File: config.mk
export PLATFORM = sky130hd
export DESIGN_NAME = npcs_min_tree
export DESIGN_NICKNAME = d
export VERILOG_FILES = /design/src/rtl/core/npcs_pkg.sv /design/src/rtl/core/npcs_min_tree.sv
export SDC_FILE = /design/constraint.sdc
export NUM_CORES = 2
export LEC_CHECK = 0
export BUFFER_PORTS_ARGS = -buffer_cell sky130_fd_sc_hd__buf_2
export CORE_AREA = 2 2 463 465
export CTS_CLUSTER_SIZE = 28
export DETAILED_ROUTE_END_ITERATION = 16
export DIE_AREA = 0 0 465 467
export PLACE_DENSITY_LB_ADDON = 0.08
export SLEW_MARGIN = 15
export SYNTH_ARGS = -nofsm -noshare
export SYNTH_HDL_FRONTEND = slang
export SYNTH_SLANG_ARGS = --single-unit
File: constraint.sdc
create_clock -name clk -period 15.4 [get_ports clk]
set_input_delay 1.54 -clock clk [delete_from_list [all_inputs] [get_ports clk]]
set_output_delay 1.54 -clock clk [all_outputs]
set_load 0.01 [all_outputs]
File: src/rtl/core/npcs_pkg.sv
`timescale 1ns / 1ps
`default_nettype none
// ----------------------------------------------------------------------------
// npcs_pkg
// Shared types, palette ROM and compare helper for the nearest palette
// color search.
// ----------------------------------------------------------------------------
package npcs_pkg;

  localparam int ROM_SIZE        = 64;
  localparam int PALETTE_ENTRIES = 64;
  localparam int LEAVES          = 64;
  localparam int CHAN_W          = 8;
  localparam int SQ_W            = 2 * CHAN_W;
  localparam int IDX_W           = 6;
  localparam int DIST_W          = 18;
  localparam int DIST_LIMIT      = 195075;

  typedef struct packed {
    logic [CHAN_W-1:0] red_in;
    logic [CHAN_W-1:0] green_in;
    logic [CHAN_W-1:0] blue_in;
  } pixel_t;

  typedef struct packed {
    logic [IDX_W-1:0]  best_index;
    logic [DIST_W-1:0] best_distance;
  } result_t;

  typedef struct packed {
    logic [IDX_W-1:0]  idx;
    logic [DIST_W-1:0] sq_dist;
  } cand_t;

  localparam logic [3*CHAN_W-1:0] PALETTE_ROM [ROM_SIZE] = '{
    24'h000000, 24'h290514, 24'h2A0507, 24'h230F06,
    24'h1E1306, 24'h1A1605, 24'h141807, 24'h061A07,
    24'h051A13, 24'h071918, 24'h08181C, 24'h071722,
    24'h030B3D, 24'h16033A, 24'h20052D, 24'h260420,
    24'h363636, 24'h740A40, 24'h77091A, 24'h693512,
    24'h5D3F0E, 24'h514617, 24'h424C19, 24'h13511A,
    24'h16503F, 24'h114E4D, 24'h164D58, 24'h164A66,
    24'h163794, 24'h472990, 24'h5F167D, 24'h6C115F,
    24'h949494, 24'hC04A7A, 24'hC54A4D, 24'hB8601B,
    24'hA27326, 24'h8F7E2F, 24'h77872D, 24'h209030,
    24'h2E8E72, 24'h318B89, 24'h1F889C, 24'h2483B5,
    24'h4D77D7, 24'h7E6AD3, 24'h9D5DBF, 24'hB352A0,
    24'hFFFFFF, 24'hF1A2BB, 24'hF1A6A1, 24'hF1A983,
    24'hEEAC44, 24'hD4BA33, 24'hB0C841, 24'h73D275,
    24'h22D0A6, 24'h3BCDC9, 24'h48C9E4, 24'h88C4ED,
    24'hA4BDEF, 24'hBBB5F1, 24'hD5A9EF, 24'hF09BDD
  };

  function automatic logic [CHAN_W-1:0] abs_diff(logic [CHAN_W-1:0] a,
                                                logic [CHAN_W-1:0] b);
    return (a >= b) ? (a - b) : (b - a);
  endfunction

  function automatic cand_t pick_min(cand_t lo, cand_t hi);
    return (hi.sq_dist < lo.sq_dist) ? hi : lo;
  endfunction

endpackage
`default_nettype wire

File: src/rtl/core/npcs_min_tree.sv
`timescale 1ns / 1ps
`default_nettype none
// ----------------------------------------------------------------------------
// npcs_min_tree
// Registered minimum tree over all leaves, two compare levels per stage;
// the lower index wins on equal distance.
// ----------------------------------------------------------------------------
module npcs_min_tree
  import npcs_pkg::*;
(
  input  wire logic              clk,
  input  wire logic              rst_n,
  input  wire logic              up_valid,
  output logic                   up_ready,
  input  wire logic [DIST_W-1:0] up_dist [LEAVES],
  output logic                   dn_valid,
  input  wire logic              dn_ready,
  output result_t                dn_result
);

  localparam int L1 = LEAVES / 4;
  localparam int L2 = L1 / 4;

  logic  v1_r, v2_r, v3_r;
  logic  adv1, adv2, adv3;
  cand_t leaf  [LEAVES];
  cand_t lvl1_nxt [L1];
  cand_t lvl2_nxt [L2];
  cand_t best_nxt;
  cand_t lvl1_r [L1];
  cand_t lvl2_r [L2];
  cand_t best_r;

  assign adv3     = !v3_r || dn_ready;
  assign adv2     = !v2_r || adv3;
  assign adv1     = !v1_r || adv2;
  assign up_ready = adv1;
  assign dn_valid = v3_r;

  always_comb begin
    for (int k = 0; k < LEAVES; k++) begin
      leaf[k].idx     = IDX_W'(k);
      leaf[k].sq_dist = up_dist[k];
    end
    for (int i = 0; i < L1; i++) begin
      lvl1_nxt[i] = pick_min(pick_min(leaf[4*i],     leaf[4*i+1]),
                             pick_min(leaf[4*i+2],   leaf[4*i+3]));
    end
    for (int i = 0; i < L2; i++) begin
      lvl2_nxt[i] = pick_min(pick_min(lvl1_r[4*i],   lvl1_r[4*i+1]),
                             pick_min(lvl1_r[4*i+2], lvl1_r[4*i+3]));
    end
    best_nxt = pick_min(pick_min(lvl2_r[0], lvl2_r[1]),
                        pick_min(lvl2_r[2], lvl2_r[3]));
  end

  always_ff @(posedge clk) begin
    if (!rst_n) begin
      v1_r <= 1'b0;
      v2_r <= 1'b0;
      v3_r <= 1'b0;
    end else begin
      if (adv1) v1_r <= up_valid;
      if (adv2) v2_r <= v1_r;
      if (adv3) v3_r <= v2_r;
    end
  end

  always_ff @(posedge clk) begin
    if (adv1) lvl1_r <= lvl1_nxt;
    if (adv2) lvl2_r <= lvl2_nxt;
    if (adv3) best_r <= best_nxt;
  end

  assign dn_result.best_index    = best_r.idx;
  assign dn_result.best_distance = best_r.sq_dist;

endmodule
`default_nettype wire

==> insert_results.sql <==
INSERT INTO impl_metrics (metric_group, metric, value, unit) VALUES
('run_status', 'status', 'completed', ''),
('power_and_ir_drop', 'worst_ir_drop_vdd', '0.105', 'mV'),
('detailed_routing', 'vias_after_detailed_routing', '46300', ''),
('setup_path', 'timing_worst_setup_path_type', 'in2reg', ''),
('detailed_routing', 'drc', '0', ''),
('sta', 'timing.final.max_slew_violations', '0', ''),
('power_and_ir_drop', 'power.density', '140', 'nW/um^2'),
('global_route', 'first_global_vias', '47400', ''),
('clock_tree', 'clkSinkCount', '435', ''),
('detailed_routing', 'route.final.wire_length', '213000', 'um'),
('sta', 'layout_min_cycle_time', '7.17', 'ns'),
('place', 'dpl.hpwl', '188000', 'um'),
('global_route', 'initial_antenna_violation_count', '83', ''),
('setup_path', 'cp-start-kind', 'input port', ''),
('clock_tree', 'clk_pin_slew_worst_paths', '0.06', 'ns'),
('floorplanning', 'rows', '169', ''),
('layout', 'layout.cells.most_common', 'sky130_fd_sc_hd__buf_2', ''),
('setup_path', 'reg2reg_setup_slack', '9.54', 'ns'),
('sta', 'post-route-worst-setup-slack', '8.23', 'ns'),
('sta', 'setup-violations-final', '0', ''),
('detailed_routing', 'wl_per_cell', '21.6', 'um'),
('min_path', 'timing.hold.worst.start', 'v1_r', ''),
('synth', 'ys_async_sr_fraction', '0', '%'),
('setup_path', 'timing.critical_path.fanout_max', '24', ''),
('clock_tree', 'clock_latency_of_the_later_clocked_register_in_the_worst_skew_pair', '0.65', 'ns'),
('sta', 'finClkSkew', '0.0216', 'ns'),
('clock_tree', 'post_cts.resized_instances', '0', ''),
('sta', 'fin_setup_tns', '0', 'ns'),
('floorplanning', 'initial_core_util', '24.9', '%'),
('setup_path', 'worst-r2r-cell-count', '20', ''),
('clock_tree', 'ctsRootBufferMaster', 'sky130_fd_sc_hd__clkbuf_16', ''),
('global_route', 'grt_start_max_net_pins', '74', ''),
('detailed_routing', 'drt_iter0_markers', '1933', ''),
('setup_path', 'r2r-start', 'lvl1_r[35]', ''),
('floorplanning', 'die_outline_area', '217000', 'sq um'),
('layout', 'postLayoutCellArea', '64300', 'sq um'),
('global_route', 'overflow', '0', ''),
('detailed_routing', 'via_cell_ratio', '4.69', ''),
('min_path', 'min_to', 'v2_r', ''),
('clock_tree', 'post_cts_buffers', '0', ''),
('detailed_routing', 'first_pass_iters', '5', ''),
('sta', 'rsz_0062_raised_after_global_routing', 'false', ''),
('layout', 'final_core_util', '30.4', '%'),
('power_and_ir_drop', 'static-leakage-power', '34.9', 'nW'),
('synth', 'synth.distinct_cells', '80', ''),
('sta', 'max_freq', '0.139', 'GHz'),
('synth', 'postSynthCellCount', '5839', ''),
('place', 'place_ws', '7.53', 'ns'),
('layout', 'share_of_post_route_cells_with_drive_strength_above_1', '20.4', '%'),
('setup_path', 'max_stage_delay', '0.62', 'ns'),
('setup_path', 'cp_slowest_cell', 'sky130_fd_sc_hd__o21ai_0', ''),
('synth', 'yosysWarnings', '0', ''),
('synth', 'synth_nets', '8066', ''),
('clock_tree', 'tritoncts', 'built', ''),
('setup_path', 'critPathArrivalTime', '7.57', 'ns'),
('layout', 'n_fill_cell', '22600', ''),
('clock_tree', 'hold_bufs_at_cts', '0', ''),
('floorplanning', 'design.portCount', '1182', ''),
('sta', 'final_hold_viol_count', '0', ''),
('synth', 'synth.ff_latch_count', '435', ''),
('sta', 'slew_headroom', '23.3', '%'),
('floorplanning', 'design.core.area', '212000', 'sq um'),
('floorplanning', 'die_h', '467', 'um'),
('place', 'gpl.final_weighted_congestion', '0.881', ''),
('setup_path', 'worstPathCellList', 'buf_2, ha_1, a21o_1, a211oi_1, o211ai_1, o21ai_0, o21a_1, o21a_1, buf_4, nor2_1, a21oi_1, inv_1, ha_1, a21o_1, a221oi_1, o21ai_0, or3_1, or4_1, o21ai_2, buf_4, mux2_1', ''),
('detailed_routing', 'route.antenna.remaining_nets', '0', ''),
('sta', 'post-route-period-util', '46.6', '%'),
('floorplanning', 'chipWidth', '465', 'um'),
('global_route', 'grt_util_all_layers', '18.9', '%'),
('setup_path', 'worstSetupEndpointType', 'flip-flop', ''),
('layout', 'layout.cells.most_common_list', 'sky130_fd_sc_hd__buf_2 (1,181), sky130_fd_sc_hd__inv_1 (1,083), sky130_fd_sc_hd__ha_1 (1,071)', '');
layer usage:
metal / up-vias / share of wire, % / global-route usage [%]
li1: 23400 / - / -
met1: 21700 / 44 / 23.4
met2: 982 / 50 / 34.4
met3: 249 / 4.3 / 3.02
met4: 60 / 2.1 / 3.62
met5: - / 0.18 / 0
where the power goes:
part	leakage [nW]	internal (mW)	total [mW]	switching [mW]
clock network	1.00	0.887	1.48	0.596
registers	4.60	1.94	2.23	0.288
logic	29.3	2.11	5.31	3.20
cells by family after synthesis:
family | after synthesis | synth area share [%]
buffers and inverters | 1236 | 9.12
flip-flops | 435 | 24.7
adder cells (fa/ha/maj) | 1071 | 25.4
AO/OA/AOI/OAI | 1326 | 15.6
multiplexers | 897 | 17.1
AND/OR/NAND/NOR | 874 | 8.02
metrics by stage:
step           hold slack (ns)  power [mW]  instances
2_1_floorplan            0.459        5.63       5839
3_3_place_gp             0.538        7.66       9752
3_5_place_dp             0.535        7.64       9752
4_1_cts                  0.544        9.23       9868
5_1_grt                  0.563        9.86       9883
6_report                 0.544        9.02       9886
Yosys cell counts (all sizes together), types with 14 or more instances:
library cell | count | area [sq um]
and4 | 23 | 201
nor2 | 304 | 1140
buf | 97 | 528
inv | 1087 | 4080
nand3 | 49 | 245
a211oi | 73 | 561
a221oi | 14 | 123
edfxtp | 432 | 13000
a211o | 18 | 158
nand4 | 133 | 832
a21oi | 531 | 2690
nand2 | 183 | 689
o21ai | 236 | 1180
a2111oi | 15 | 139
a21o | 213 | 1600
nand2b | 39 | 244
ha | 1071 | 13400
clkbuf | 52 | 195
nor2b | 52 | 325
o21a | 68 | 510
o311ai | 20 | 183
mux2i | 860 | 8610
mux2 | 37 | 428
nor3 | 47 | 235
o211ai | 30 | 225
a31oi | 35 | 225
worst max-delay path, delay by kind of cell:
| kind | cells | cell delay [ns] |
|---|---|---|
| mux | 1 | 0.33 |
| buf+inv | 4 | 0.90 |
| fa+ha+maj | 2 | 0.61 |
| compound gates | 11 | 3.17 |
| simple gates | 3 | 1.01 |
worst max path at each step:
| stage | startpoint | to | cells after the start |
|---|---|---|---|
| 2_1_floorplan | dn_ready | lvl1_r[0] | 2 |
| 3_3_place_gp | up_dist[151] | lvl1_r[66] | 22 |
| 3_5_place_dp | up_dist[151] | lvl1_r[66] | 21 |
| 4_1_cts | up_dist[151] | lvl1_r[66] | 21 |
| 5_1_grt | up_dist[169] | lvl1_r[66] | 22 |
| 6_report | up_dist[151] | lvl1_r[66] | 21 |
area by class of cell:
cell class	instances	area [sq um]	share of cell area, %
multi-input combinational	4168	35200	54.7
sequential	435	13000	20.3
timing repair buffer	1241	6360	9.89
inverter	1087	4080	6.35
tap	2821	3530	5.49
clock buffer	71	1610	2.50
clock inverter	45	494	0.769
antenna	18	45.0	0.0700
registers in the layout, indices dropped and copies added (netlist names):
| register | flops |
|---|---|
| lvl1_r | 320 |
| lvl2_r | 88 |
| dn_result | 24 |
| dn_valid | 1 |
| v1_r | 1 |
| v2_r | 1 |
Power figures use the tool's default switching activity.
